File: src/rtl/assert_macros.svh
// Assertion helpers shared by the RTL files.
`ifndef ASSERT_MACROS_SVH
`define ASSERT_MACROS_SVH

// Same-cycle implication, disabled during reset.
`define RVMD_ASSERT_IMP(lbl, clk, rst, ante, cons) \
  lbl: assert property (@(posedge clk) disable iff (rst) (ante) |-> (cons)) \
    else $error("rvmd assertion failed");

// Next-cycle implication, disabled during reset.
`define RVMD_ASSERT_NEXT(lbl, clk, rst, ante, cons) \
  lbl: assert property (@(posedge clk) disable iff (rst) (ante) |=> (cons)) \
    else $error("rvmd assertion failed");

`endif

File: src/rtl/rvmd_pkg.sv
package rvmd_pkg;

  localparam int unsigned XLEN = 64;
  localparam int unsigned WLEN = 32;
  localparam int unsigned NUM_CELLS = XLEN;

  localparam logic [2:0] FN_MUL    = 3'd0;
  localparam logic [2:0] FN_MULH   = 3'd1;
  localparam logic [2:0] FN_MULHSU = 3'd2;
  localparam logic [2:0] FN_MULHU  = 3'd3;
  localparam logic [2:0] FN_DIV    = 3'd4;
  localparam logic [2:0] FN_DIVU   = 3'd5;
  localparam logic [2:0] FN_REM    = 3'd6;
  localparam logic [2:0] FN_REMU   = 3'd7;

  typedef struct packed {
    logic [2:0]      opcode;
    logic            word_op;
    logic [XLEN-1:0] operand_a;
    logic [XLEN-1:0] operand_b;
  } in_t;

  typedef struct packed {
    logic [XLEN-1:0] result_value;
    logic            illegal;
  } out_t;

  typedef enum logic [2:0] {
    SEL_MUL_LO,
    SEL_MUL_HI,
    SEL_QUOT,
    SEL_REM,
    SEL_ZERO
  } sel_t;

  typedef struct packed {
    logic is_div;
    sel_t sel;
    logic word;
    logic neg;
    logic div_zero;
  } ctrl_t;

  // Working set of one cell: hi is the upper product or partial remainder,
  // x the multiplier/low product or dividend/quotient, y the multiplicand
  // or divisor.
  typedef struct packed {
    ctrl_t           ctrl;
    logic [XLEN-1:0] hi;
    logic [XLEN-1:0] x;
    logic [XLEN-1:0] y;
  } cell_t;

endpackage

File: src/rtl/rvmd_post.sv
`include "assert_macros.svh"

module rvmd_post (
  input  logic            clk,
  input  logic            rst,
  input  logic            en,
  input  logic            vld_in,
  input  rvmd_pkg::cell_t cin,
  output logic            out_valid,
  output rvmd_pkg::out_t  out_data
);

  logic [127:0] prod, prod_s;
  logic [63:0]  quot, rmd, res;
  rvmd_pkg::out_t out_next;
  logic           word_q;

  always_comb begin
    prod   = {cin.hi, cin.x};
    prod_s = cin.ctrl.neg ? -prod : prod;
    quot   = cin.ctrl.neg ? -cin.x : cin.x;
    if (cin.ctrl.div_zero) begin
      quot = '1;
    end
    rmd = cin.ctrl.neg ? -cin.hi : cin.hi;
    unique case (cin.ctrl.sel)
      rvmd_pkg::SEL_MUL_LO: res = prod_s[63:0];
      rvmd_pkg::SEL_MUL_HI: res = prod_s[127:64];
      rvmd_pkg::SEL_QUOT:   res = quot;
      rvmd_pkg::SEL_REM:    res = rmd;
      default:              res = '0;
    endcase
    if (cin.ctrl.word) begin
      res = {{32{res[31]}}, res[31:0]};
    end
    out_next.result_value = res;
    out_next.illegal      = (cin.ctrl.sel == rvmd_pkg::SEL_ZERO);
  end

  always_ff @(posedge clk) begin
    if (rst) begin
      out_valid <= 1'b0;
    end else if (en) begin
      out_valid <= vld_in;
    end
  end

  always_ff @(posedge clk) begin
    if (en) begin
      out_data <= out_next;
      word_q   <= cin.ctrl.word;
    end
  end

  `RVMD_ASSERT_IMP(a_illegal_zero, clk, rst, out_valid && out_data.illegal,
                   out_data.result_value == '0)
  `RVMD_ASSERT_IMP(a_word_sext, clk, rst, out_valid && word_q,
                   out_data.result_value[63:32] == {32{out_data.result_value[31]}})

endmodule

File: config.mk
export PLATFORM = sky130hd
export DESIGN_NAME = rvmd_post
export DESIGN_NICKNAME = d
export VERILOG_FILES = /design/src/rtl/rvmd_pkg.sv /design/src/rtl/rvmd_post.sv
export VERILOG_INCLUDE_DIRS = /design/src /design/src/rtl
export SDC_FILE = /design/constraint.sdc
export NUM_CORES = 1
export LEC_CHECK = 0
export ABC_CLOCK_PERIOD_IN_PS = 8850
export CORE_ASPECT_RATIO = 0.6
export CORE_UTILIZATION = 41
export CTS_BUF_LIST = sky130_fd_sc_hd__clkbuf_4 sky130_fd_sc_hd__clkbuf_8
export DETAILED_ROUTE_END_ITERATION = 10
export DONT_BUFFER_PORTS = 1
export PLACE_DENSITY_LB_ADDON = 0.15
export SETUP_SLACK_MARGIN = 0.3
export SYNTH_ARGS = -nofsm -noshare
export SYNTH_HDL_FRONTEND = slang
export SYNTH_SLANG_ARGS = --single-unit
File: constraint.sdc
create_clock -name clk -period 8.85 [get_ports clk]
set_input_delay 1.77 -clock clk [delete_from_list [all_inputs] [get_ports clk]]
set_output_delay 1.77 -clock clk [all_outputs]
set_load 0.02 [all_outputs]
* Word level (Yosys, flattened, before mapping)
Cells that the tools add are included.
** Operators by class
- Equality and inequality tests :: 4
- Reduce and logical (&&, ||, !) cells :: 1
- Multiplexer cells :: 6
- $add $sub $neg :: 3
** Operators with widths (count)
- $mux W64 :: 4
- $pmux W64 S4 :: 1
- $mux W128 :: 1
- $neg A128 Y128 :: 1
- $neg A64 Y64 :: 2
- $eq A3 B2 Y1 const B :: 2
- $eq A3 B1 Y1 const B :: 1
- $eq A3 B3 Y1 const B :: 1
- $logic_not A3 Y1 :: 1
** Storage, ports and cells
- Bits in registers :: 66
- Output and inout bits :: 66
- Logic and storage cells :: 17
- Input bits :: 203

* Logic depth before layout (Yosys ltp)
- Depth in word-level cells :: 5
- Depth in mapped cells :: 11

* Least setup slack after synthesis
OpenSTA, ideal clock, no wires.
- Path kind :: input-to-reg
- From :: input port cin[65] in the netlist's numbering
- To :: register out_data[7] in the netlist's numbering (data pin)
- Path slack :: 4.437 ns
- Stages :: 11
- Buffers on the path :: 1
- Arrival time :: 4.140 ns
- Path through :: inv_1 -> ha_1 -> or3b_2 -> nor4_4 -> nand4_2 -> or3_1 -> buf_2 -> or3_4 -> o21ai_2 -> xor2_1 -> o221ai_1
** RTL lines
- start: declaration :: RTL line rvmd_post.sv:8 : input rvmd_pkg::cell_t cin,
- end signal: assignment :: RTL line rvmd_post.sv:50 : out_data <= out_next;
- end: declaration :: RTL line rvmd_post.sv:10 : output rvmd_pkg::out_t out_data

==> run metrics <==
first-pass GRT wire length=50.36 mm; worst setup path category=input port to flip-flop; Period minus WS final=5252 ps; Worst slew margin=0.2229; Synth area leaders=edfxtp_1, xor2_1, xnor2_1; WL/cell=31.51 um; I/O pin count=269; Commonest cells post-synth=o21ai_0, nand2_1, xor2_1; Worst-path clk slew=80 ps; number of flops mapped to enable cells by yosys=65; Comb power frac=0.219; average size of a mapped cell=between 8 and 9 um2; Fin Hold WS=624.5 ps; Remaining DRCs=0; Detailed Routing Iterations Pass 1=5; CTS buffer count=9; Synth Instances=886; CTS HTree Levels=3; sinks on the clock net=66; area grow syn2layout=4.498%; row count=37; total power=between 0.8 and 0.9 mW; hold_buf cts=0; post-route setup TNS=0 ps; Main synth FF type=edfxtp_1; Tcrit/Tclk final=0.5935; placed wire-length estimate=approximately 27 mm; final setup fails=0; P_int=0.5568 mW; post-synthesis sequential area ratio=0.2748; largest net degree at the start of global routing=between 100 and 150; R2R cell count=2; Total GRT Usage=0.3804; layout cell share with drive strength beyond 1=0.07593; iteration-0 DRC count of the detailed router=approximately 1000; die width=between 150 and 200 um; initial antenna violation count=1; # resized after CTS=0; Clock power frac=0.279; vias in the first global route=7323; clk_lat worst skew=370 ps; Peak VDD IR=0.06419 mV; worst min path class=flip-flop to flip-flop; Die ar.=roughly 18000 um2; Die Y=approximately 100 um; clock tree buffer depth=2; synthesized cell area=around 7200 um2; Final Wtd Congestion=0.9990; Worst Hold Path Cells=2; Pwr per Cell Area=115.5 nW/um2; ANT nets after route=0; sequential share of power=0.501; Non-Filler Instances=1090; TritonCTS clock tree=yes; vias per std cell=~7.1; Final #Nets=1056; Max-Cap Viols=0; finished layout cell area=between 7000 and 8000 um2; Net Sw Frac=0.3572; Worst Path Arrival=about 5400 ps; Inst Count DP=1074; DP Area=7330 um2; Max Slew Vio Count=0; Synth Warn #=0; Port Buf Inserts=0; Yosys cell types=68; Psw=0.3095 mW; Clk Tree Root Cell=clkbuf_8; largest area contributor in the synthesized netlist=edfxtp_1; Fmax achieved=190.4 MHz; critical path required time=9030 ps; Total Wirelength=34.35 mm; Congestion Overflow GR=0; Final Skew=0 ps; outcome=completed; Post-Syn Nets=1091; RSZ-0062 raised after global routing=false; via count=7703; postcts setup bufs=0; Max FO, Critical Path=31; initial core utilization=0.4190; Leak=roughly 2.1 nW; ys async rst share=0; Synth top area share=0.2720; Core Region=17130 um2; Ant. Diodes=0; Startpoint Class=input port; Seq cells post-synth=66; CP Capture Type=flip-flop; Worst-Margin Slew=between 1000 and 1500 ps; most frequent cell after synthesis=o21ai_0; Final Hold Viols=0
[cell usage in the layout, fill, tap and decap left out, drive strengths merged, types with 9 or more instances in the layout]
cell type  count
or2           14
nor3          43
o221ai         9
nand3         33
nor4          33
nor2          50
o21ai        102
o41ai         15
o211ai        16
nand2b        14
nand2         71
or4           28
nand4         16
xor2          70
a21oi         37
a221oi        19
o31ai         34
xnor2         54
buf           10
inv            9
clkbuf         9
edfxtp        65
or3           35
[worst paths after layout]
check / from / endpoint / slack (ps)
worst max-delay path: cin[141] / out_data[42]$_DFFE_PP_ / 3600
worst min-delay path: out_valid$_SDFFE_PP0P_ / out_valid$_SDFFE_PP0P_ / 620
worst max register to register: out_valid$_SDFFE_PP0P_ / out_valid$_SDFFE_PP0P_ / 8130
worst min register to register: out_valid$_SDFFE_PP0P_ / out_valid$_SDFFE_PP0P_ / 620
[cells by family after synthesis]
family | Yosys count | share of synthesized area
and+or+nand+nor | 357 | 0.2791
xor gates and xnor gates | 124 | 0.1513
AOI/OAI and AO/OA | 265 | 0.2460
buffers and inverters | 65 | 0.03556
muxes | 7 | 0.009763
adders and majority gates | 2 | 0.003486
DFF | 66 | 0.2748
[worst max-delay path, cell delays in order]
cell and delay (ps):
or4_1 700, or4_1 700, nor4_2 410, nand3_1 130, o211a_1 160, o211ai_2 350, nand2_1 760, nand3_1 440
[power groups by stage]
stage	sequential (mW)	clock (mW)	combinational, mW
after floorplan	0.437	0	0.140
after detailed placement	0.441	0	0.181
after global placement	0.442	0	0.179
final	0.434	0.242	0.190
after global routing	0.437	0.260	0.202
after CTS	0.435	0.249	0.183
[routing by layer]
layer / track usage / part of all wire / vias to the layer above
li1: - / - / 3366
met1: 0.5691 / 0.45 / 3789
met5: 0 / 0 / -
met4: 0.05815 / 0.0095 / 0
met2: 0.5020 / 0.38 / 519
met3: 0.1586 / 0.16 / 29
[registers in the layout (all words and copies together), names as in the netlist]
signal	cells
out_data	65
out_valid	1
[stage by stage]
step	util	setup WS (ps)
final	0.4378	3598
after global placement	0.4279	3342
after CTS	0.4378	3773
after detailed placement	0.4279	3376
after floorplan	-	4437
after global routing	0.4378	3476
[area by class of cell]
class / instances / area [um2]
Fill cell: 1740 / 9629
Multi-Input combinational cell: 755 / 4956
Sequential cell: 66 / 1972
Tap cell: 234 / 292.8
Clock buffer: 9 / 123.9
Timing Repair Buffer: 10 / 75.07
Clock inverter: 7 / 46.29
Inverter: 9 / 33.78
Note: power is estimated with default switching activity, not from simulation.
