## config.mk

```make
export PLATFORM = sky130hd
export DESIGN_NAME = rvmd_prep
export DESIGN_NICKNAME = d
export VERILOG_FILES = /design/src/rtl/assert_macros.svh /design/src/rtl/rvmd_pkg.sv /design/src/rtl/rvmd_prep.sv
export SDC_FILE = /design/constraint.sdc
export NUM_CORES = 1
export LEC_CHECK = 0
export BUFFER_PORTS_ARGS = -buffer_cell sky130_fd_sc_hd__buf_4
export CORE_MARGIN = 2
export CORE_UTILIZATION = 45
export CTS_CLUSTER_DIAMETER = 200
export DETAILED_ROUTE_END_ITERATION = 8
export GPL_ROUTABILITY_DRIVEN = 0
export PLACE_DENSITY = 0.8
export SYNTH_ARGS = -nofsm -noshare
export SYNTH_HDL_FRONTEND = slang
export SYNTH_SLANG_ARGS = --single-unit
```

## constraint.sdc

```tcl
create_clock -name clk -period 9.85 [get_ports clk]
set_input_delay 2.955 -clock clk [delete_from_list [all_inputs] [get_ports clk]]
set_output_delay 2.955 -clock clk [all_outputs]
set_load 0.01 [all_outputs]
```

## src/rtl/assert_macros.svh

```systemverilog
// Assertion helpers shared by the RTL files.
`ifndef ASSERT_MACROS_SVH
`define ASSERT_MACROS_SVH

// Same-cycle implication, disabled during reset.
`define RVMD_ASSERT_IMP(lbl, clk, rst, ante, cons) \
  lbl: assert property (@(posedge clk) disable iff (rst) (ante) |-> (cons)) \
    else $error("rvmd assertion failed");

// Next-cycle implication, disabled during reset.
`define RVMD_ASSERT_NEXT(lbl, clk, rst, ante, cons) \
  lbl: assert property (@(posedge clk) disable iff (rst) (ante) |=> (cons)) \
    else $error("rvmd assertion failed");

`endif

```

## src/rtl/rvmd_pkg.sv

```systemverilog
package rvmd_pkg;

  localparam int unsigned XLEN = 64;
  localparam int unsigned WLEN = 32;
  localparam int unsigned NUM_CELLS = XLEN;

  localparam logic [2:0] FN_MUL    = 3'd0;
  localparam logic [2:0] FN_MULH   = 3'd1;
  localparam logic [2:0] FN_MULHSU = 3'd2;
  localparam logic [2:0] FN_MULHU  = 3'd3;
  localparam logic [2:0] FN_DIV    = 3'd4;
  localparam logic [2:0] FN_DIVU   = 3'd5;
  localparam logic [2:0] FN_REM    = 3'd6;
  localparam logic [2:0] FN_REMU   = 3'd7;

  typedef struct packed {
    logic [2:0]      opcode;
    logic            word_op;
    logic [XLEN-1:0] operand_a;
    logic [XLEN-1:0] operand_b;
  } in_t;

  typedef struct packed {
    logic [XLEN-1:0] result_value;
    logic            illegal;
  } out_t;

  typedef enum logic [2:0] {
    SEL_MUL_LO,
    SEL_MUL_HI,
    SEL_QUOT,
    SEL_REM,
    SEL_ZERO
  } sel_t;

  typedef struct packed {
    logic is_div;
    sel_t sel;
    logic word;
    logic neg;
    logic div_zero;
  } ctrl_t;

  // Working set of one cell: hi is the upper product or partial remainder,
  // x the multiplier/low product or dividend/quotient, y the multiplicand
  // or divisor.
  typedef struct packed {
    ctrl_t           ctrl;
    logic [XLEN-1:0] hi;
    logic [XLEN-1:0] x;
    logic [XLEN-1:0] y;
  } cell_t;

endpackage

```

## src/rtl/rvmd_prep.sv

```systemverilog
module rvmd_prep (
  input  logic            clk,
  input  logic            rst,
  input  logic            en,
  input  logic            in_ok,
  input  rvmd_pkg::in_t   din,
  output logic            vld,
  output rvmd_pkg::cell_t dout
);

  logic [63:0] am, bm, neg_a, neg_b, mag_a, mag_b;
  logic        signed_a, signed_b, sa, sb, illegal;
  rvmd_pkg::cell_t cell_next;

  always_comb begin
    am = din.word_op ? {32'b0, din.operand_a[31:0]} : din.operand_a;
    bm = din.word_op ? {32'b0, din.operand_b[31:0]} : din.operand_b;
    illegal = din.word_op && (din.opcode == rvmd_pkg::FN_MULH ||
              din.opcode == rvmd_pkg::FN_MULHSU || din.opcode == rvmd_pkg::FN_MULHU);
    signed_a = din.opcode == rvmd_pkg::FN_MULH || din.opcode == rvmd_pkg::FN_MULHSU ||
               din.opcode == rvmd_pkg::FN_DIV || din.opcode == rvmd_pkg::FN_REM;
    signed_b = din.opcode == rvmd_pkg::FN_MULH || din.opcode == rvmd_pkg::FN_DIV ||
               din.opcode == rvmd_pkg::FN_REM;
    sa = signed_a && (din.word_op ? am[31] : am[63]);
    sb = signed_b && (din.word_op ? bm[31] : bm[63]);
    neg_a = -am;
    neg_b = -bm;
    if (din.word_op) begin
      neg_a[63:32] = '0;
      neg_b[63:32] = '0;
    end
    mag_a = sa ? neg_a : am;
    mag_b = sb ? neg_b : bm;

    cell_next.ctrl.is_div   = din.opcode[2];
    cell_next.ctrl.word     = din.word_op;
    cell_next.ctrl.div_zero = (bm == '0);
    cell_next.ctrl.neg      = 1'b0;
    cell_next.ctrl.sel      = rvmd_pkg::SEL_ZERO;
    unique case (din.opcode)
      rvmd_pkg::FN_MUL: begin
        cell_next.ctrl.sel = rvmd_pkg::SEL_MUL_LO;
      end
      rvmd_pkg::FN_MULH, rvmd_pkg::FN_MULHSU, rvmd_pkg::FN_MULHU: begin
        cell_next.ctrl.sel = rvmd_pkg::SEL_MUL_HI;
        cell_next.ctrl.neg = sa ^ sb;
      end
      rvmd_pkg::FN_DIV, rvmd_pkg::FN_DIVU: begin
        cell_next.ctrl.sel = rvmd_pkg::SEL_QUOT;
        cell_next.ctrl.neg = sa ^ sb;
      end
      default: begin
        cell_next.ctrl.sel = rvmd_pkg::SEL_REM;
        cell_next.ctrl.neg = sa;
      end
    endcase
    if (illegal) begin
      cell_next.ctrl.sel = rvmd_pkg::SEL_ZERO;
    end
    cell_next.hi = '0;
    // Multiply: x is the multiplier, y the multiplicand. Divide: x is the dividend.
    cell_next.x = din.opcode[2] ? mag_a : mag_b;
    cell_next.y = din.opcode[2] ? mag_b : mag_a;
  end

  always_ff @(posedge clk) begin
    if (rst) begin
      vld <= 1'b0;
    end else if (en) begin
      vld <= in_ok;
    end
  end

  always_ff @(posedge clk) begin
    if (en) begin
      dout <= cell_next;
    end
  end

endmodule

```

* Yosys cells after proc, flatten, opt, wreduce, memory -nomap -nowiden
Cells that the tools add are included.
** Cells by class
- Add/subtract/negate cells :: 2
- Equal/unequal tests :: 6
- Multiplexer cells :: 12
- Bitwise logic cells :: 1
- Reductions and logical operators :: 14
** Operators by type and width (number)
- $mux W64 :: 6
- $neg A64 Y64 :: 2
- $logic_not A64 Y1 :: 1
- $mux W32 :: 2
- $eq A3 B3 Y1 const B :: 3
- $eq A3 B2 Y1 const B :: 2
- $logic_or A1 B1 Y1 :: 6
- $pmux W2 S3 :: 1
- $reduce_or A5 Y1 :: 1
- $eq A3 B1 Y1 const B :: 1
- $logic_and A1 B1 Y1 :: 3
- $logic_not A3 Y1 :: 1
- $reduce_or A3 Y1 :: 1
- $mux W1 :: 2
- $pmux W1 S2 :: 1
- $reduce_or A2 Y1 :: 1
- $xor A1 B1 Y1 :: 1
** Word-level totals
- Register bits :: 136
- Bits of input ports :: 136
- Output and inout bits :: 200
- Logic and storage cells :: 43

* Depth between registers and ports, before layout
Gate-level depths: netlist (run 1).
- Word-level depth :: 7
- Gate-level depth with buffers :: 9
- Gate-level depth less buffers :: 8

* Least setup slack after synthesis (run 1)
OpenSTA, ideal clock, no wires.
- Path kind :: input port to flip-flop
- From :: input port din[14] (netlist name)
- To :: register dout[117] (netlist name), data pin
- Setup time :: 0.264 ns
- Arrival :: 5.064 ns
- Required time :: 9.586 ns
- Setup slack :: 4.522 ns
- Cell stages on the path :: 6
- Path buffers :: 0
- Cell sequence :: or4_4 > or4b_4 > or4_4 > o21ai_0 > or3_1 > nand4_1
** RTL lines
- start, declared :: line rvmd_prep.sv:6 : input rvmd_pkg::in_t din,
- end signal, assigned :: line rvmd_prep.sv:76 : dout <= cell_next;
- end, declared :: line rvmd_prep.sv:8 : output rvmd_pkg::cell_t dout

==> results, run 1 <==
- The flow ran to the end, and the final reports show no timing, DRC or antenna violations.
- The count of endpoints failing hold in the final timing report came to 0.
- The number of max-cap violations is 0.
- The core area is 0.0224 sq mm.
- The actual slew at the worst max-slew pin is 1.30 ns.
- The type of the tightest min-delay check is reg2reg.
- The sequential share of the synthesized area is approximately 40%.
- In the final layout, flip-flops and latches occupy 0.00407 sq mm.
- The number of synthesis warnings is 0.
- The flip-flop and latch count after synthesis is 136.
- The floorplan step set the die height to 155 microns.
- In this run the remaining antenna-violating nets after routing total 0.
- Setup repair after global routing left no endpoint under its margin.
- The worst reg-to-reg path cell count is 2.
- The number of distinct library cell variants in the gate-level netlist after synthesis is between 60 and 70.
- The setup slack after placement is 3.44 ns.
- The die is 155 microns wide.
- The per-instance average area after synthesis is around 9.2 sq um.
- The leakage dissipation is 4.95 nW.
- In the final layout, the multi-input gates occupy 0.00558 sq mm.
- Dividing total power by cell area gives a power density of 149 mW/mm^2.
- The number of antenna violations at the first check in global routing is 0.
- CTS placed an instance of sky130_fd_sc_hd__clkbuf_16 at the clock tree root.
- The highest net fanout along the worst path is 14.
- Entering global routing, the biggest net connects 96 pins.
- The final-layout worst hold slack is 0.521 ns.
- The die covers approximately 0.024 sq mm.
- The signal on the critical path passes through buf_4 -> inv_1 -> ha_1 -> nor3b_1 -> nand4_1 -> or4b_2 -> o21ai_0 -> mux2i_1 -> o211ai_1.
- The maximum count of clock buffers along a single path is 2.
- In this run, synthesis inferred 135 flip-flops with an integrated enable.
- The global-route wire length before repair is 55200 microns.
- The number of antenna diodes in the final layout is 0.
- In this run the most critical hold path is launched from vld$_SDFFE_PP0P_.
- The CTS tree is done.
- The time the worst path needs with I/O delays and setup is 6.06 ns.
- The maximum VDD drop is roughly 0.000096 V.
- Setup violations remaining at the end of the flow were counted as 0.
- The worst setup path is launched from an input pin.
- The worst hold path passes through 2 cells.
- The half-perimeter wire length after placement is 28000 microns.
- In this run the core area contains 55 standard-cell rows.
- The quantity of gates resized following cts is 0.
- After clock tree synthesis, the setup repair step added 0 buffers.
- The commonest cells after synthesis are 135 x sky130_fd_sc_hd__edfxtp_1, 103 x sky130_fd_sc_hd__nor2_1, 67 x sky130_fd_sc_hd__mux2i_1.
- After clock tree synthesis, the clock-pin slew on the worst setup and hold paths is 0.07 ns.
- The maximum single-stage delay on the critical path is roughly 0.96 ns.
- The initial utilization of the core area, before any placement, comes to 45.5%.
- The total negative slack is 0 ns.
- The critical setup path kind is in2reg.
- The setup slack on the worst flop-to-flop path is 9.25 ns.
- The post-route fraction of the period consumed by the critical path is roughly 62%.
- The total congestion overflow is 0.
- Once placement completed, the tool counted placed cells totaling 1598.
- The number of nets at the end of the flow is roughly 1.5k.
- At the worst endpoint, the required time is 10.02 ns.
- The slack of the critical path is 3.79 ns.
- The number of pins exceeding their max-slew limit in the final report is 0.
- Cells fill 57.0% of the core in the end.
- The proportion of layout cells with a drive suffix above 1 is between 20% and 30%.
- After clock tree synthesis, the flow added hold-fix buffers numbering 0.
- The top cell type by area accounts for 39.7% of the synthesized area.
- The fraction of registers with async set/reset is 0%.
- The cell with the biggest individual delay on the critical path is sky130_fd_sc_hd__or4b_2.
- The endpoint of the worst hold path is vld$_SDFFE_PP0P_.
- In this run the critical register-to-register path is captured at vld$_SDFFE_PP0P_.
- The quantity of I/O buffers inserted on ports is 271.
- After synthesis the cells add up to 0.0102 sq mm.
- In this run, CTS created clock tree buffers numbering 17.
- For this design the top-level I/O count stands at 336.
- The number of filler cells placed in the layout is between 1.5k and 2k.
- The most used flip-flop cell after synthesis is sky130_fd_sc_hd__edfxtp_1.
- The via count of the first global-routing pass is between 9k and 10k.
- For this design, the sink count on the clock tree is 136.
- The total wire length after detailed routing is 37500 microns.
- The layout overhead on the synthesized area is 25.4%.
- The via count is 10.3k.
- The cell area after placement is between 0.01 and 0.015 sq mm.
- The most instantiated library cell after synthesis is sky130_fd_sc_hd__edfxtp_1.
- The kind of end point of the critical path is a register.
- For this run, design rule violations remaining after detail routing come to 0.
- Using the TritonRoute via totals, the vias-per-cell ratio works out to 6.29.
- The worst setup skew after layout is 0 ns.
- Once layout is done, the placed cells without fillers occupy between 0.01 and 0.015 sq mm.
- The reg-to-reg critical path startpoint is vld$_SDFFE_PP0P_.
- In the post-synthesis netlist, the biggest area contributors are sky130_fd_sc_hd__edfxtp_1 40%, sky130_fd_sc_hd__mux2i_1 6.6%, sky130_fd_sc_hd__buf_4 4.7%, sky130_fd_sc_hd__xor2_1 4.2%, sky130_fd_sc_hd__nor2_1 3.8%.
- The worst pin sits at a relative slew slack of 12.9%.
- The final total power is 1.90 mW.
- The iteration count of the initial detailed-routing pass is 9.
- Derived from the worst setup path, the maximum achievable clock frequency is 165 MHz.
- After the first detailed-routing iteration, the DRC count stood at 1534.
- For this run, the total global-route usage over all layers was measured as 30.5%.
- The final cell count without fillers is 1630.
- For the worst setup path, the data arrival time is 6.24 ns.
- The largest area contributor in the netlist is sky130_fd_sc_hd__edfxtp_1.
- The average wire length per cell after detail routing is 23.0 microns.
- At the later pin of the worst-skew pair, clock insertion delay measures 0.43 ns.
- The number of H-tree levels is 4.
- The cell count after synthesis came out at around 1.1k.
## placed cells by master, fill, tap and decap left out, drive strengths merged, types with 27 or more instances in the layout
cell | synthesis | layout
buf | 74 | 283
a21oi | 48 | 48
mux2i | 67 | 67
xor2 | 49 | 49
nor3 | 52 | 52
xnor2 | 41 | 41
nor2 | 103 | 103
o21ai | 37 | 37
conb | 1 | 64
edfxtp | 135 | 135
nand3 | 33 | 33
nand2 | 57 | 57
nor4 | 59 | 59
or3 | 27 | 27
## cells by family after synthesis
kind of cell / after synthesis / share of synthesized area, %
AO/OA/AOI/OAI: 229 / 15.0
XOR/XNOR: 90 / 7.73
adder cells (fa/ha/maj): 2 / 0.245
buffers and inverters: 146 / 7.75
flip-flops: 136 / 39.9
multiplexers: 69 / 6.79
other: 1 / 0.0368
AND/OR/NAND/NOR: 430 / 22.5
## report_power, final
part           switching, mW  internal, mW
combinational          0.279         0.199
sequential            0.0202         0.718
clock                  0.265         0.420
## flip-flops by register name, summed over array words and instances, names as in the netlist
name / count
vld: 1
dout: 135
## how the worst max path moves through the flow
stage / startpoint / end / slack (ns) / cells past startpoint
2_1_floorplan: din[14] / dout[117]$_DFFE_PP_ / 4.52 / 6
6_report: din[0] / dout[56]$_DFFE_PP_ / 3.79 / 9
3_5_place_dp: din[1] / dout[120]$_DFFE_PP_ / 3.44 / 9
5_1_grt: din[1] / dout[120]$_DFFE_PP_ / 3.59 / 9
3_3_place_gp: din[0] / dout[120]$_DFFE_PP_ / 3.53 / 9
4_1_cts: din[1] / dout[56]$_DFFE_PP_ / 3.86 / 9
## worst max-delay path, delay by kind of cell
kind                     cells  cell delay (ns)
AO/OA/AOI/OAI                2             0.50
AND/OR/NAND/NOR              3             2.16
adder cells (fa/ha/maj)      1             0.17
buffers and inverters        2             0.20
multiplexers                 1             0.24
## routing by layer
layer	share of wire, %	vias up	global-route usage, %
met4	5.6	0	16.5
met3	12	132	7.03
li1	-	4554	-
met5	0	-	0
met1	36	4766	37.9
met2	46	801	49.6
## area by class of cell
type                    instances  area share (%)
clock buffers                  22            3.71
multi-input cells             884            43.6
well taps                     285            2.79
clock inverters                10            1.12
repair buffers                283            16.6
flip-flops and latches        136            31.8
inverters                      10           0.293
(Power assumes the default switching activity.)
==> run 2: changes to the inputs <==
- clock period: 9.85 -> 5.6 ns (I/O delays scaled with it)
==> run 2 against run 1 <==
Net effect: utilization up 0.67 points; critical path depth is 2 lower; flip-flop and latch count stayed put; first-iteration DRC count down 10%; non-clock buffer count grew 17; final area increased by 1.2%; sequential power up 76%; cell count up 1.2%; sequential share of layout area down 0.37 points; total power grew 76%; via count is 1.8% higher.
==> results, run 2 (synthesis results as in run 1) <==
- The total routing resource utilization after global routing is 30.8%.
- The first global-routing pass estimated between 50000 and 60000 microns of wire.
- Setup slack closes at 1.12 ns.
- The total area inside the core boundary comes to 0.0224 sq mm.
- STA puts the critical path data required time at 5.80 ns.
- The clock drives approximately 140 sinks.
- The final critical path takes up 80.0% of the cycle.
- The utilization of the core after routing is 57.7%.
- The floorplan die area is 0.0239 sq mm.
- The run finished with clean final reports.
- The smallest clock period supported by the final layout is computed as between 4 and 5 ns.
- Row generation in the floorplan step produced 55 rows.
- During placement, the flow inserted port buffers numbering 271.
- After the last flow step, the layout net total stands at 1487.
- The count of endpoints failing hold in the final timing report is 0.
- The count of nets left with antenna violations once routing finished came out at 0.
- The register with the most flip-flops in the final layout is dout.
- The worst pin sits at a relative slew slack of a little over a fifth.
- The half-perimeter wire length after placement is between 20000 and 30000 microns.
- Across the run, the number of max-cap violations was 0.
- For the worst flop-to-flop path, the logic depth is 2.
- The setup path with the least slack is of type in2reg.
- After clock tree synthesis, the clock-pin slew on the worst setup and hold paths is 0.07 ns.
- The average wire length per cell after detail routing is between 20 and 25 microns.
- Leaving out fill and tap cells, the most frequent cell in the layout is sky130_fd_sc_hd__buf_4.
- The final cell count without fillers is 1650.
- The worst setup path is captured at a register.
- The combinational fraction of design power is 25.4%.
- For this design the ratio of total power to cell area is 259 mW/mm^2.
- The maximum count of clock buffers along a single path is 2.
- The first detailed-routing pass ran for 7 iterations.
- The finished cells cover ~0.013 sq mm.
- Of the total power, the clock network draws 35.7%.
- The routed layout has 10.4k vias.
- In the final timing run, aggregate negative setup slack is 0 ns.
- The proportion of layout cells with a drive suffix above 1 is 26.0%.
- The number of antenna violations at the first check in global routing was 2.
- The quantity of hold-fixing buffers added after cts is 0.
- Net switching is 30.2% of the power.
- 336 I/O pins were placed.
- The total congestion overflow is 0.
- In this run, flip-flops and latches consume between 30% and 40% of the power.
- The maximum number of pins on one net before global-route repair is 70.
- The number of buffers inserted to repair setup after CTS is 0.
- The switching power is between 1 and 1.5 mW.
- The cell at the root of the clock tree is sky130_fd_sc_hd__clkbuf_16.
- The quantity of gates resized following cts is 0.
- The flip-flop count of the largest register after layout is 135.
- The CTS buffer count is 17.
- After detailed placement, the total cell area comes to 0.0123 sq mm.
- The type of the tightest min-delay check is reg2reg.
- Setup slack on the worst reg-to-reg path comes out at 5.02 ns.
- The highest net fanout along the worst path is 6.
- The total setup violations reported at the end of the flow is 0.
- The number of instances in the placed design is about 1.6k.
- The setup slack after placement is approximately 0.70 ns.
- In this run the static leakage power is about 5 nW.
- The initial utilization of the core area, before any placement, comes to a little under half.
- The final-layout worst hold slack is 0.502 ns.
- STA classifies the critical path startpoint as an input pin.
- VDD sags by at most 0.000194 V.
- The via count of the first global-routing pass is around 9.6k.
- The number of pins exceeding their max-slew limit in the final report came to 0.
- In the final layout, the registers with the most flip-flops are dout (135), vld (1).
- Compared with the post-synthesis result, the final layout area differs by 26.8%.
- The post-route DRC violation count is 0.
- The number of H-tree levels is 4.
- At the pin with the least slew margin, the transition time is 1.18 ns.
- Dividing the detail-routed via count by the number of cells gives 6.33.
- Summing internal, switching and leakage power gives around 3.3 mW.
- The total wire length after detailed routing is 38300 microns.
- Leaving out fill and tap cells, the most frequent cells in the layout are 299 x sky130_fd_sc_hd__buf_4, 135 x sky130_fd_sc_hd__edfxtp_1, 103 x sky130_fd_sc_hd__nor2_1.
- The floorplan die height is 155 microns.
- The worst setup skew after layout is 0 ns.
- The worst-skew pair later-pin latency is 0.43 ns.
- After the first detailed-routing iteration, the DRC count stood at 1373.
- Internal power comes to 2.34 mW.
- The arrival time reported for the critical path endpoint is about 4.7 ns.
- The maximum operating frequency is 223 MHz.
- The worst hold path was traced through 2 stages.
- Setup repair after global routing left no endpoint under its margin.
- The CTS tree is done.
- In this run the horizontal extent of the chip is 155 microns.
run 2: cell type report:
type                            instances  area [sq um]
Tap cell                              285           357
Sequential cell                       136          4070
Clock inverter                         13           170
Clock buffer                           19           443
Inverter                               10          37.5
Multi-Input combinational cell        884          5590
Fill cell                            1950          9490
Timing Repair Buffer                  300          2260
Antenna cell                            3          7.51
run 2: per-layer routing:
metal | global-route usage, % | wire (microns)
met3 | 9.33 | 5220
met2 | 50.9 | 17500
met4 | 12.4 | 1760
met5 | 0 | 0
met1 | 37.8 | 13800
run 2: critical path, cell delays in order:
cell and delay (ns):
sky130_fd_sc_hd__buf_4 0.13, sky130_fd_sc_hd__or4_4 0.53, sky130_fd_sc_hd__or4b_4 0.60, sky130_fd_sc_hd__nor4_2 0.95
sky130_fd_sc_hd__a21oi_1 0.18, sky130_fd_sc_hd__xnor2_1 0.21, sky130_fd_sc_hd__a211oi_1 0.40
run 2: power groups by stage:
stage                     logic (mW)  registers, mW  clock network [mW]
after floorplan                0.379           1.37                   0
after global placement         0.816           1.32                   0
after detailed placement       0.832           1.32                   0
after CTS                      0.837           1.30                1.20
after global routing           0.903           1.31                1.25
final                          0.851           1.30                1.19
run 2: final timing paths:
check                         from             endpoint
setup / recovery           din[14]  dout[111]$_DFFE_PP_
hold / removal    vld$_SDFFE_PP0P_     vld$_SDFFE_PP0P_
setup reg to reg  vld$_SDFFE_PP0P_     vld$_SDFFE_PP0P_
hold reg to reg   vld$_SDFFE_PP0P_     vld$_SDFFE_PP0P_
==> run 3: changes to the inputs <==
- ABC_AREA: default -> 1
- clock period: 5.6 -> 4.6 ns (I/O delays scaled with it)
==> run 3 against run 2 <==
Net effect: utilization down 0.50 points; sequential share of layout area is 1.2 points lower; global-route usage decreased by 0.68 points; largest cell class unchanged; wire length grew 2.9%; critical endpoint is now dout[29]$_DFFE_PP_.
==> results, run 3 <==
- Cells with a size suffix above 1 make up about a fifth of the layout.
- The kind of end point of the critical path is a register.
- The highest net fanout along the worst path is 47.
- The worst register-to-register path has a depth of 2.
- The total congestion overflow is 0.
- The cell count of the worst hold path is 2.
- The run finished with clean final reports.
- At the worst endpoint, the required time is 4.74 ns.
- Of the post-synthesis cell area, the dominant cell type holds 37.4%.
- Post-CTS repair changed the size of 0 cells.
- In the final routed layout, each cell accounts on average for about 19 microns.
- The global-route wire length before repair is 59500 microns.
- The most common library cell in the layout ignoring fill and taps is sky130_fd_sc_hd__nand2_1.
- The synthesized cell area is 0.0108 sq mm.
- The register with the most flip-flops in the layout has 135 of them.
- The largest registers in the layout are dout (135), vld (1).
- The arrival time reported for the critical path endpoint is around 3.6 ns.
- The clock-pin slew reported for the worst setup and hold paths after clock tree synthesis is 0.07 ns.
- The effective utilization at floorplan is a little under half.
- The combinational fraction of design power is 28.0%.
- In this run the critical register-to-register path is launched from vld$_SDFFE_PP0P_.
- For this design the top-level I/O count stands at 336.
- In this run, synthesis inferred around 140 flip-flops with an integrated enable.
- Counting flops with an async set or reset pin after synthesis yields a share of 0%.
- Counting along the longest clock path gives a buffer depth of 2.
- In this run the horizontal extent of the chip is 159 microns.
- Yosys instantiated no cell more often than sky130_fd_sc_hd__nand2_1.
- The quantity of I/O buffers inserted on ports is 271.
- The number of antenna violations at the first check in global routing is 0.
- The total buffers and inverters traversed by the critical path is 2.
- Based on the critical path, the design can be clocked at up to 290 MHz.
- Synthesis instantiated 35 different standard cells from the library.
- The die covers 0.0253 sq mm.
- The library cells used most frequently in the layout, excluding fill and tap cells, are 507 x sky130_fd_sc_hd__nand2_1, 279 x sky130_fd_sc_hd__buf_4, 195 x sky130_fd_sc_hd__nor2_1.
- The total negative slack is 0 ns.
- The largest individual stage delay along the critical path comes from the cell sky130_fd_sc_hd__buf_4.
- Counting flops per register, the top entry is dout.
- Counting the fill cells in the layout gives 2179.
- The via count is 11.8k.
- In this run the critical register-to-register path is captured at vld$_SDFFE_PP0P_.
- The internal portion of the total power is 2.91 mW.
- In this run, synthesis produced a sequential element count of 136.
- The total setup violations reported at the end of the flow is 0.
- The number of vias per cell is 5.59.
- The CTS buffer count is 17.
- The H-tree was split into 4 levels.
- The worst setup skew after layout is 0 ns.
- After layout, the worst path uses roughly three quarters of the clock period.
- Summed over all layers, the routed wires come to 39400 microns.
- Per report_power, the clock group accounts for 35.1% of the total.
- The iteration count of the initial detailed-routing pass is 7.
- At the later pin of the worst-skew pair, clock insertion delay measures 0.43 ns.
- Of all cell types, the one taking the most synthesized area is sky130_fd_sc_hd__edfxtp_1.
- After clock tree synthesis, the flow added hold-fix buffers numbering 0.
- The number of pins exceeding their max-slew limit in the final report is 0.
- Dividing the synthesized area by the synthesized cell count gives 7.06 sq um.
- The core region is 0.0235 sq mm.
- After technology mapping, the gate count stands at 1534.
- Setup repair after global routing left no endpoint under its margin.
- The setup slack on the worst flop-to-flop path is 4.01 ns.
- For this run, the slowest stage of the critical path takes around 0.46 ns.
- TritonCTS built the clock tree.
- The net switching fraction of the power is 32.6%.
- The number of placement rows is 56.
- The actual slew at the worst max-slew pin is 0.858 ns.
- For this run, the post-layout net count is 1910.
- STA classifies the critical path startpoint as an input pin.
- Across the VDD grid, the largest voltage drop is 0.000245 V.
- The min-delay analysis places its worst path in the category reg2reg.
- Entering global routing, the biggest net connects 174 pins.
- The final-layout worst hold slack is 0.505 ns.
- The critical path goes through buf_4 -> buf_4 -> nor2_2 -> nor2_8 -> o21ai_1 -> xor2_1 -> o21ai_0.
- The endpoint of the worst hold path is vld$_SDFFE_PP0P_.
- The count of nets left with antenna violations after detail routing is 0.
- The most used flip-flop cell after synthesis is sky130_fd_sc_hd__edfxtp_1.
- The power density over cell area is 321 mW/mm^2.
- The commonest cells after synthesis are 507 x sky130_fd_sc_hd__nand2_1, 195 x sky130_fd_sc_hd__nor2_1, 135 x sky130_fd_sc_hd__edfxtp_1.
- The number of DRC violations after detailed-routing iteration 0 is approximately 1.6k.
- By area the synthesized netlist is led by sky130_fd_sc_hd__edfxtp_1 37%, sky130_fd_sc_hd__nand2_1 18%, sky130_fd_sc_hd__nor2_1 6.8%, sky130_fd_sc_hd__nand4_1 6.1%, sky130_fd_sc_hd__o21ai_0 6.0%.
- The startpoint identified for the worst hold timing path is vld$_SDFFE_PP0P_.
- The cell occurring most often along the worst timing path is sky130_fd_sc_hd__buf_4.
- In this run the post-CTS setup repair buffer count came out at 0.
- Across the run, the number of max-cap violations was 0.
- The critical path is of the in2reg type.
- Measured along the y axis, the die boundary spans between 150 and 200 microns.
- For this design the static power due to leakage is ~6.1 nW.
- In the routed design, unresolved DRC markers number 0.
- Across every metal layer, demand over resource in global routing totals 30.1%.
- The count of endpoints failing hold in the final timing report came to 0.
- The number of clock sinks is 136.
- The sequential share of power is a little under two fifths.
- Detailed placement ended at an HPWL of 30400 microns.
- The sequential share of the synthesized area is 37.6%.
- The worst pin sits at a relative slew slack of 42.8%.
- From synthesis to final layout, the design area changed by 24.3%.
- Broken down by cell family, the worst path's largest delay share belongs to simple AND/OR/NAND/NOR gates.
- The clock period could shrink to about 3.4 ns.
- The cell at the root of the clock tree is sky130_fd_sc_hd__clkbuf_16.
- The via count of the first global-routing pass is 10.8k.
- Summed over all nets, the switching power comes to 1.41 mW.
- The number of synthesis warnings is 0.
- The number of antenna diodes is 0.
## run 3: cell families (layout without fill, tap and decap cells)
group / Yosys count / count (layout) / synth area share (%)
compound gates: 185 / 185 / 8.90
xor+xnor: 60 / 60 / 4.85
fa+ha+maj: 2 / 2 / 0.231
buf+inv: 210 / 398 / 10.2
flops: 136 / 136 / 37.6
mux: 15 / 15 / 1.39
other cells: 1 / 64 / 0.0346
simple gates: 925 / 925 / 36.8
## run 3: worst min-delay path, stage by stage, from the launching register on
cell and delay [ns]:
sky130_fd_sc_hd__dfxtp_1 0.33, sky130_fd_sc_hd__mux2i_1 0.07, sky130_fd_sc_hd__nor2_1 0.07
## run 3: power groups by stage
stage	Clock, mW	Sequential (mW)	Combinational, mW
detailed placement	0	1.62	1.17
CTS	1.52	1.59	1.18
global route	1.56	1.61	1.31
floorplan	0	1.68	0.598
finish	1.52	1.59	1.21
global placement	0	1.62	1.15
## run 3: stage by stage
| stage | instances | util (%) | worst slack (ns) | total power [mW] | instance area (sq um) |
|---|---|---|---|---|---|
| 4_1_cts | 2104 | 57.2 | 1.19 | 4.30 | 13500 |
| 2_1_floorplan | 1597 | - | 1.71 | 2.28 | 11100 |
| 3_5_place_dp | 2072 | 54.5 | 0.812 | 2.79 | 12800 |
| 6_report | 2104 | 57.2 | 1.16 | 4.32 | 13500 |
| 5_1_grt | 2104 | 57.2 | 1.02 | 4.47 | 13500 |
| 3_3_place_gp | 2072 | 54.5 | 0.860 | 2.77 | 12800 |
## run 3: how the worst max path moves through the flow
| stage | from | end | slack, ns | cells past startpoint |
|---|---|---|---|---|
| CTS | din[131] | dout[29]$_DFFE_PP_ | 1.19 | 7 |
| detailed placement | din[131] | dout[109]$_DFFE_PP_ | 0.81 | 10 |
| global route | din[131] | dout[109]$_DFFE_PP_ | 1.02 | 10 |
| finish | din[131] | dout[29]$_DFFE_PP_ | 1.16 | 7 |
| floorplan | din[1] | dout[32]$_DFFE_PP_ | 1.71 | 10 |
| global placement | din[131] | dout[109]$_DFFE_PP_ | 0.86 | 10 |
## run 3: area by class of cell
cell class / instances / area, sq um / area share, %
multi-input combinational: 1251 / 5890 / 43.8
inverter: 85 / 323 / 2.40
clock buffer: 17 / 425 / 3.16
sequential: 136 / 4070 / 30.3
clock inverter: 15 / 215 / 1.60
timing repair buffer: 281 / 2130 / 15.9
tap: 319 / 399 / 2.96
## run 3: metal layers
metal	track usage [%]	vias to the layer above	share of wire, %
li1	-	5506	-
met1	37.6	5261	38
met2	49.2	850	45
met3	7.55	148	12
met4	14.2	0	4.9
met5	0	-	0
